==> src/sv/iss_pkg.sv <==
package iss_pkg;

  localparam int DEFAULT_STORE_DEPTH = 64;
  localparam int VALUE_W = 32;
  localparam int RANK_W = 6;

  typedef enum logic [2:0] {
    ST_IDLE,
    ST_SEARCH,
    ST_COMPARE,
    ST_EMIT,
    ST_DRAIN,
    ST_DROP
  } state_t;

  typedef struct packed {
    logic load;
    logic rd_search;
    logic rd_emit;
    logic wr_shift;
    logic wr_insert;
    logic drop_out;
    logic clear_count;
  } dp_cmd_t;

  typedef struct packed {
    logic full;
    logic j_zero;
    logic gt;
    logic k_last;
    logic eos;
  } dp_status_t;

endpackage

==> src/sv/iss_ctrl.sv <==
module iss_ctrl
  import iss_pkg::*;
(
  input  logic       clk,
  input  logic       rst,
  input  logic       start,
  input  dp_status_t status,
  output dp_cmd_t    cmd,
  output logic       busy
);

  state_t state, state_next;

  always_ff @(posedge clk) begin
    if (rst) begin
      state <= ST_IDLE;
    end else begin
      state <= state_next;
    end
  end

  always_comb begin
    state_next = state;
    cmd = '0;
    busy = 1'b1;
    unique case (state)
      ST_IDLE: begin
        busy = 1'b0;
        if (start) begin
          cmd.load = 1'b1;
          state_next = status.full ? ST_DROP : ST_SEARCH;
        end
      end
      ST_SEARCH: begin
        if (status.j_zero) begin
          cmd.wr_insert = 1'b1;
          state_next = ST_EMIT;
        end else begin
          cmd.rd_search = 1'b1;
          state_next = ST_COMPARE;
        end
      end
      ST_COMPARE: begin
        if (status.gt) begin
          cmd.wr_shift = 1'b1;
          state_next = ST_SEARCH;
        end else begin
          cmd.wr_insert = 1'b1;
          state_next = ST_EMIT;
        end
      end
      ST_EMIT: begin
        cmd.rd_emit = 1'b1;
        if (status.k_last) begin
          state_next = ST_DRAIN;
        end
      end
      ST_DRAIN: begin
        // last read is in the pipe, count is still needed for its step number
        cmd.clear_count = status.eos;
        state_next = ST_IDLE;
      end
      ST_DROP: begin
        cmd.drop_out = 1'b1;
        cmd.clear_count = status.eos;
        state_next = ST_IDLE;
      end
      default: begin
        state_next = ST_IDLE;
      end
    endcase
  end

endmodule

==> src/sv/iss_datapath.sv <==
module iss_datapath
  import iss_pkg::*;
#(
  parameter int STORE_DEPTH = DEFAULT_STORE_DEPTH
) (
  input  logic                     clk,
  input  logic                     rst,
  input  dp_cmd_t                  cmd,
  output dp_status_t               status,
  input  logic signed [VALUE_W-1:0] sample_value,
  input  logic                     end_of_set,
  output logic                     result_valid,
  output logic signed [VALUE_W-1:0] sorted_value,
  output logic [RANK_W-1:0]        rank_position,
  output logic [RANK_W-1:0]        step_number,
  output logic                     run_last,
  output logic                     overflow_flag
);

  localparam int AW = $clog2(STORE_DEPTH);
  localparam int CW = $clog2(STORE_DEPTH + 1);

  logic [VALUE_W-1:0] mem [STORE_DEPTH];
  logic [VALUE_W-1:0] rdata;

  logic [CW-1:0] count;
  logic [CW-1:0] j;
  logic [AW-1:0] k;
  logic [VALUE_W-1:0] v;
  logic eos;

  logic [CW-1:0] j_dec;
  logic [AW-1:0] raddr;
  logic          we;
  logic [VALUE_W-1:0] wdata;
  logic          re;

  // stage aligned with rdata during the emit run
  logic              p_valid;
  logic [RANK_W-1:0] p_rank;
  logic [RANK_W-1:0] p_step;
  logic              p_last;

  assign j_dec = j - 1'b1;
  assign raddr = cmd.rd_emit ? k : j_dec[AW-1:0];
  assign re    = cmd.rd_emit | cmd.rd_search;
  assign we    = cmd.wr_shift | cmd.wr_insert;
  assign wdata = cmd.wr_shift ? rdata : v;

  assign status.full   = (count >= CW'(STORE_DEPTH));
  assign status.j_zero = (j == '0);
  assign status.gt     = ($signed(rdata) > $signed(v));
  assign status.k_last = ({{(CW-AW){1'b0}}, k} == (count - 1'b1));
  assign status.eos    = eos;

  always_ff @(posedge clk) begin
    if (we) begin
      mem[j[AW-1:0]] <= wdata;
    end
    if (re) begin
      rdata <= mem[raddr];
    end
  end

  always_ff @(posedge clk) begin
    if (cmd.load) begin
      v   <= sample_value;
      eos <= end_of_set;
      j   <= count;
      k   <= '0;
    end else begin
      if (cmd.wr_shift) begin
        j <= j_dec;
      end
      if (cmd.rd_emit) begin
        k <= k + 1'b1;
      end
    end
  end

  always_ff @(posedge clk) begin
    if (rst) begin
      count <= '0;
    end else if (cmd.clear_count) begin
      count <= '0;
    end else if (cmd.wr_insert) begin
      count <= count + 1'b1;
    end
  end

  always_ff @(posedge clk) begin
    if (rst) begin
      p_valid      <= 1'b0;
      result_valid <= 1'b0;
    end else begin
      p_valid      <= cmd.rd_emit;
      result_valid <= p_valid | cmd.drop_out;
    end
  end

  always_ff @(posedge clk) begin
    p_rank <= RANK_W'(k);
    p_step <= RANK_W'(count - 1'b1);
    p_last <= status.k_last;
    if (cmd.drop_out) begin
      sorted_value  <= '0;
      rank_position <= '0;
      step_number   <= '0;
      run_last      <= 1'b1;
      overflow_flag <= 1'b1;
    end else begin
      sorted_value  <= rdata;
      rank_position <= p_rank;
      step_number   <= p_step;
      run_last      <= p_last;
      overflow_flag <= 1'b0;
    end
  end

endmodule

==> src/sv/insertion_sort_step_trace_top.sv <==
// Incremental insertion sort with a step trace. Pulse start while busy is low to
// insert sample_value; larger stored entries move up one place, and equal keys keep
// arrival order. The block then emits the whole sorted prefix, smallest first, one
// element per cycle on consecutive result_valid strobes, with run_last on the final
// one. The receiver cannot stall: each result is on the ports for exactly one cycle.
// An item that arrives with n stored entries goes through an accept step, then a
// search of one memory read and then one compare and write per entry looked at,
// emit reads of all n + 1 entries and a drain step; its last result is on the ports in
// the first cycle that busy is low again. With end_of_set the store is emptied
// after the run. A full store drops the value and gives a single result with
// overflow_flag set.
module insertion_sort_step_trace_top
  import iss_pkg::*;
#(
  parameter int STORE_DEPTH = DEFAULT_STORE_DEPTH
) (
  input  logic                     clk,
  input  logic                     rst,
  input  logic                     start,
  output logic                     busy,
  input  logic signed [VALUE_W-1:0] sample_value,
  input  logic                     end_of_set,
  output logic                     result_valid,
  output logic signed [VALUE_W-1:0] sorted_value,
  output logic [RANK_W-1:0]        rank_position,
  output logic [RANK_W-1:0]        step_number,
  output logic                     run_last,
  output logic                     overflow_flag
);

  dp_cmd_t    cmd;
  dp_status_t status;

  iss_ctrl u_ctrl (
    .clk    (clk),
    .rst    (rst),
    .start  (start),
    .status (status),
    .cmd    (cmd),
    .busy   (busy)
  );

  iss_datapath #(
    .STORE_DEPTH (STORE_DEPTH)
  ) u_datapath (
    .clk           (clk),
    .rst           (rst),
    .cmd           (cmd),
    .status        (status),
    .sample_value  (sample_value),
    .end_of_set    (end_of_set),
    .result_valid  (result_valid),
    .sorted_value  (sorted_value),
    .rank_position (rank_position),
    .step_number   (step_number),
    .run_last      (run_last),
    .overflow_flag (overflow_flag)
  );

endmodule

==> config.mk <==
export PLATFORM = sky130hd
export DESIGN_NAME = insertion_sort_step_trace_top
export DESIGN_NICKNAME = d
export VERILOG_FILES = /design/src/sv/iss_pkg.sv /design/src/sv/iss_ctrl.sv /design/src/sv/iss_datapath.sv /design/src/sv/insertion_sort_step_trace_top.sv
export SDC_FILE = /design/constraint.sdc
export NUM_CORES = 2
export LEC_CHECK = 0
export BUFFER_PORTS_ARGS = -buffer_cell sky130_fd_sc_hd__buf_2
export CELL_PAD_IN_SITES_DETAIL_PLACEMENT = 1
export CELL_PAD_IN_SITES_GLOBAL_PLACEMENT = 2
export CORE_UTILIZATION = 48
export DETAILED_ROUTE_END_ITERATION = 8
export PLACE_DENSITY_LB_ADDON = 0.12
export RECOVER_POWER = 25
export SYNTH_ARGS = -nofsm -noshare
export SYNTH_HDL_FRONTEND = slang
export SYNTH_SLANG_ARGS = --single-unit
==> constraint.sdc <==
create_clock -name clk -period 5.46 [get_ports clk]
set_input_delay 0.546 -clock clk [delete_from_list [all_inputs] [get_ports clk]]
set_output_delay 0.546 -clock clk [all_outputs]
set_load 0.02 [all_outputs]
Yosys cells after proc, flatten, opt, wreduce, memory -nomap -nowiden --
Memory sizes are Yosys's and may differ from the RTL's. A register that Yosys moved wholly into a read port is not among the register bits. Index checks and enable logic that the tools add are counted.
Cells by class: add/sub/neg operators 4, multipliers 0, divide/modulo/power cells 0, magnitude comparators 2, equality and inequality tests 8, shift operators 0, muxes and demuxes 26, bitwise gates (word level) 3, reduce and logical (&&, ||, !) cells 6
Operator list (number):
- $gt A32 B32 Y1 | 1
- $mux W32 | 1
- $mux W1 | 16
- $mux W7 | 2
- $sub A7 B1 Y7 const B | 2
- $pmux W3 S4 | 1
- $mux W3 | 3
- $add A7 B1 Y7 const B | 1
- $eq A6 B7 Y1 | 1
- $ge A7 B7 Y1 const B | 1
- $logic_not A7 Y1 | 1
- $add A6 B1 Y6 const B | 1
- $eq A3 B2 Y1 const B | 2
- $eq A3 B3 Y1 const B | 2
- $mux W6 | 1
- $reduce_or A2 Y1 | 2
- $eq A3 B1 Y1 const B | 1
- $logic_not A3 Y1 | 1
- $or A1 B1 Y1 | 3
- $mux W2 | 1
- $ne A2 B1 Y1 const B | 1
- $ne A2 B2 Y1 const B | 1
- $pmux W1 S2 | 1
- $reduce_and A2 Y1 | 1
- $reduce_bool A2 Y1 | 1
Word-level totals: bits in registers 117, bits in latches 0, memory bits (writable) 2048, bits in read-only memories 0, input bits 36, output and inout port bits 48, memories 1
Memory list:
- u_datapath.mem | depth 64, width 32, rd ports 1, clocked after Yosys merged registers in 1, wr ports 1, RTL line iss_datapath.sv:23 | logic [VALUE_W-1:0] mem [STORE_DEPTH];

Longest topological paths before layout --
word-level depth 6, mapped depth 14

Hierarchy --
A second synthesis with hierarchy kept.
Second synthesis, totals: cells, all modules 6603, area, all modules 88363.5 µm²
Modules (own cells, without submodules):
- iss_datapath | instances 1, cells an instance 6579, area an instance 88120.8 µm², seq. area each 65142.5 µm²
- iss_ctrl | instances 1, cells an instance 24, area an instance 242.7 µm², seq. area each 60.1 µm²

Least setup slack after synthesis --
OpenSTA, ideal clock, no wires.
kind reg2reg, start register u_datapath.j[4], end memory u_datapath.mem[0][0], enable pin, arrival time 3830 ps, required time 4999 ps, slack 1169 ps, cell stages (with the launch flop) 8, buffers on the path 2, period minus slack after synthesis 4291 ps, cells stage by stage edfxtp_1 -> buf_2 -> or3_1 -> buf_2 -> nor4_4 -> nand2_1 -> a21o_1 -> nor3_1
Between the ends: cells in the longest elaborated chain, start to end 6
Ends and longest elaborated chain:
- from (decl) | RTL line iss_datapath.sv:27 | logic [CW-1:0] j;
- from (signal assigned) | RTL line iss_datapath.sv:69 | j <= count;
- from (signal assigned) | RTL line iss_datapath.sv:73 | j <= j_dec;
- $logic_not A7 Y1 | RTL line iss_datapath.sv:51 | assign status.j_zero = (j == '0);
- $mux W1 | RTL line iss_ctrl.sv:35 | if (status.j_zero) begin
- $pmux W1 S2 | RTL line iss_ctrl.sv:26 | unique case (state)
- $or A1 B1 Y1 | RTL line iss_datapath.sv:47 | assign we = cmd.wr_shift | cmd.wr_insert;
- $mux W1 | RTL line iss_datapath.sv:57 | if (we) begin
- $mux W1 (implied by the code) | RTL line iss_datapath.sv:58 | mem[j[AW-1:0]] <= wdata;
- to (decl) | RTL line iss_datapath.sv:23
Parallel ways exist; a longest one is shown, timed or not.

Worst setup path in the final report --
start register u_datapath.j[5], end memory u_datapath.mem[53][24], enable pin
Same word-level chain as after synthesis.

==> summary.md <==
| Metric | Value |
|---|---|
| Row cnt | `between 150 and 200` |
| Syn Area/Cell | `between 15 and 20 um2` |
| Final max-slew violation count | `~120` |
| Wire per inst | `between 30 and 40 um` |
| Comb pwr share | `0.260` |
| Gr ovfl total | `0` |
| Met1 wire length | `107000 um` |
| Unrepaired setup endpoints after global routing | `no` |
| Inst Count DP | `7547` |
| Die Wd | `424 um` |
| First-pass GRT wire length | `roughly 370000 um` |
| Synth area leader | `edfxtp_1` |
| Layout cells sized above 1 | `0.165` |
| CTS Buf Count | `~220` |
| Layout fillers | `16100` |
| Most used cell, CP | `clkbuf_1` |
| Final Hold Viols | `0` |
| Die area | `0.180 mm2` |
| Synth async-reset ratio | `0` |
| Gate Count Post-Synth | `between 5000 and 6000` |
| Clk_skew | `0.0290 ns` |
| Final HPWL DP | `153000 um` |
| Min Tclk post-route | `slightly above 5 ns` |
| Drt drc | `0` |
| Clock Latency Late Sink | `approximately 0.87 ns` |
| Uppermost layer routed | `met5` |
| Synth unique cells | `60` |
| Sequential-to-total area share from yosys stat | `0.763` |
| CTS tree | `done` |
| Area grow syn2layout | `14.5%` |
| Slowest cell on crit path | `nor2_2` |
| Die Y | `between 400 and 500 um` |
| Post-synth top cells | `2120 x edfxtp_1, 1060 x nand2_1, 271 x nand3_1` |
| Fin nets | `around 5500` |
| Post-CTS setup buffers | `0` |
| Mapped Area | `~0.085 mm2` |
| Syn_nets | `between 5000 and 6000` |
| Initial core utilization | `0.484` |
| Startpoint types | `flip-flop` |
| GPL Wtd Cong | `0.877` |
| Yosys reg bits | `approximately 2200` |
| Number of max-cap violations | `6` |
| Ports | `84` |
| DR WL met2 | `between 100000 and 150000 um` |
| CP cell instances | `clkbuf_1 -> or3_1 -> nor4_1 -> nand2_1 -> a21oi_1 -> nand3_1 -> clkbuf_1 -> nor2_2 -> buf_4` |
| Maximum root-to-sink buffer count | `3` |
| Area post-placement | `0.0907 mm2` |
| Total GRT Usage | `0.295` |
| Area share of the largest cell type after synthesis | `0.745` |
| Largest net degree at the start of global routing | `100` |
| Vias in the first global route | `~51000` |
| CP Class | `flip-flop to flip-flop` |
| DR vias/cell | `6.17` |
| Critical path peak fanout | `17` |
| Reg power frac | `0.420` |
| LEAKAGE | `32.7 nW` |
| ANT nets after route | `0` |
| Worst Tran Pin Value | `2.41 ns` |
| CP required | `6.03 ns` |
| Status | `complete, but fails checks` |
| Clock-pin slew on the worst setup and hold paths | `around 0.06 ns` |
| Initial antenna violation count | `23` |
| Pwr dens | `between 400 and 500 mW/mm2` |
| Sw frac | `0.319` |
| Setup Viol. Count Final | `0` |
| Post-synth EDFFs | `roughly 2100` |
| CP Capture Type | `flip-flop` |
| # clock sinks | `around 2200` |
| Violated checks | `capacitance limit, slew limit` |
| Int Pwr | `0.0318 W` |
| Setup Total Neg Slack | `0 ns` |
| Total number of vias | `roughly 49000` |
| Final WL | `about 260000 um` |
| Hold Crit Class | `input port to flip-flop` |
| Period utilization | `0.929` |
| Port Buffers | `83` |
| Layout Cells excl Fill | `~8000` |
| Core Area | `roughly 0.18 mm2` |
| Final Cell Area | `~0.1 mm2` |
| First DRT Iteration DRCs | `5191` |
| Routed wl met3 | `approximately 18000 um` |
| Clock power frac | `0.321` |
| Cts repair resizes | `0` |
| Synth top area cells | `edfxtp_1 74%, mux4_2 6.7%, nand2_1 4.7%` |
| H-tree levels | `4` |
| Top FF cell, synth | `edfxtp_1` |
| Switch Pwr | `about 0.015 W` |
| Root Buffer Master | `clkbuf_16` |
| Crit-path max cell delay | `between 1 and 1.5 ns` |
| Syn. warnings | `0` |
| Most frequent cell after synthesis | `edfxtp_1` |
| Worst Path Arrival | `approximately 5.6 ns` |
| Max Clk Rate | `~0.20 GHz` |
| Worst slew margin | `-0.608` |
| DR pass1 iterations | `5` |
| Peak supply drop | `roughly 350 uV` |
layout by cell type (no fill, tap or decap), drive strengths merged, types with 32 or more instances in the layout:
master          n
a31oi         128
nand2        1060
or4            33
dfxtp          77
mux2i         131
and3          128
clkinv         91
nand3         271
inv            56
buf           248
a311oi        128
ha             37
mux2           32
dlygate4sd3    34
o22ai         128
nor2           99
clkbuf        393
mux4          256
diode          32
and2           44
edfxtp       2120
cells by family after synthesis:
family          after synthesis  synth area share
fa+ha+maj                    37           0.00542
mux                         419            0.0870
xor+xnor                     20           0.00205
buf+inv                     363            0.0194
compound gates              446            0.0365
flops                      2197             0.763
simple gates               1689            0.0869
layout make-up:
| type | instances | area, um2 | share of cell area |
|---|---|---|---|
| Antenna cell | 32 | 80.1 | 0.000818 |
| Timing Repair Buffer | 387 | 3340 | 0.0341 |
| Sequential cell | 2197 | 65200 | 0.666 |
| Multi-Input combinational cell | 2611 | 19000 | 0.194 |
| Clock inverter | 122 | 1160 | 0.0119 |
| Clock buffer | 288 | 5970 | 0.0610 |
| Inverter | 46 | 173 | 0.00176 |
| Tap cell | 2340 | 2930 | 0.0299 |
power groups by stage:
| stage | logic, W | clock network, W | registers (W) |
|---|---|---|---|
| 6_report | 0.0122 | 0.0150 | 0.0196 |
| 3_3_place_gp | 0.0120 | 0 | 0.0200 |
| 5_1_grt | 0.0128 | 0.0158 | 0.0197 |
| 3_5_place_dp | 0.0122 | 0 | 0.0200 |
| 2_1_floorplan | 0.00684 | 0 | 0.0200 |
| 4_1_cts | 0.0123 | 0.0152 | 0.0196 |
worst max-delay path, delay by kind of cell, from the launching register on:
family          cells  cell delay, ns
buf+inv             3            1.30
compound gates      1            0.48
flops               1            0.37
simple gates        5            2.59
routing by layer:
layer | GRT usage | vias up
met5 | 0 | -
met4 | 0.108 | 8
met3 | 0.0479 | 434
met2 | 0.487 | 1815
met1 | 0.396 | 26500
li1 | - | 20700
per-stage QoR:
step           total power, W  setup slack, ns  hold WS, ns  utilization
6_report               0.0468            0.389       0.0542        0.554
5_1_grt                0.0482            0.199       0.0605        0.554
4_1_cts                0.0471            0.437      0.00368        0.556
3_3_place_gp           0.0320            0.522        0.418        0.514
2_1_floorplan          0.0269             1.17        0.372            -
3_5_place_dp           0.0321            0.471        0.414        0.514
flip-flops by register name, indices dropped and copies added, names as in the netlist, 6 cells and up:
| signal | count |
|---|---|
| u_datapath.p_step | 6 |
| u_datapath.j | 7 |
| u_datapath.mem | 2048 |
| u_datapath.step_number | 6 |
| u_datapath.sorted_value | 32 |
| u_datapath.v | 32 |
| u_datapath.count | 7 |
| u_datapath.p_rank | 6 |
| u_datapath.k | 6 |
| u_datapath.rdata | 32 |
| u_datapath.rank_position | 6 |
final timing paths:
kind / from / endpoint / slack [ns] / cells after the start
max: u_datapath.j[5] / u_datapath.mem[53][24] / 0.39 / 9
min reg2reg: u_datapath.p_last / u_datapath.run_last / 0.42 / 1
max reg2reg: u_datapath.j[5] / u_datapath.mem[53][24] / 0.39 / 9
min: start / u_ctrl.state[2] / 0.05 / 3
repair_timing:
item | CTS | global route
setup endpoints to repair | 0 | 0
endpoints found under the hold margin | 37 | 0
hold buffers | 34 | 0
(Power assumes the default switching activity.)
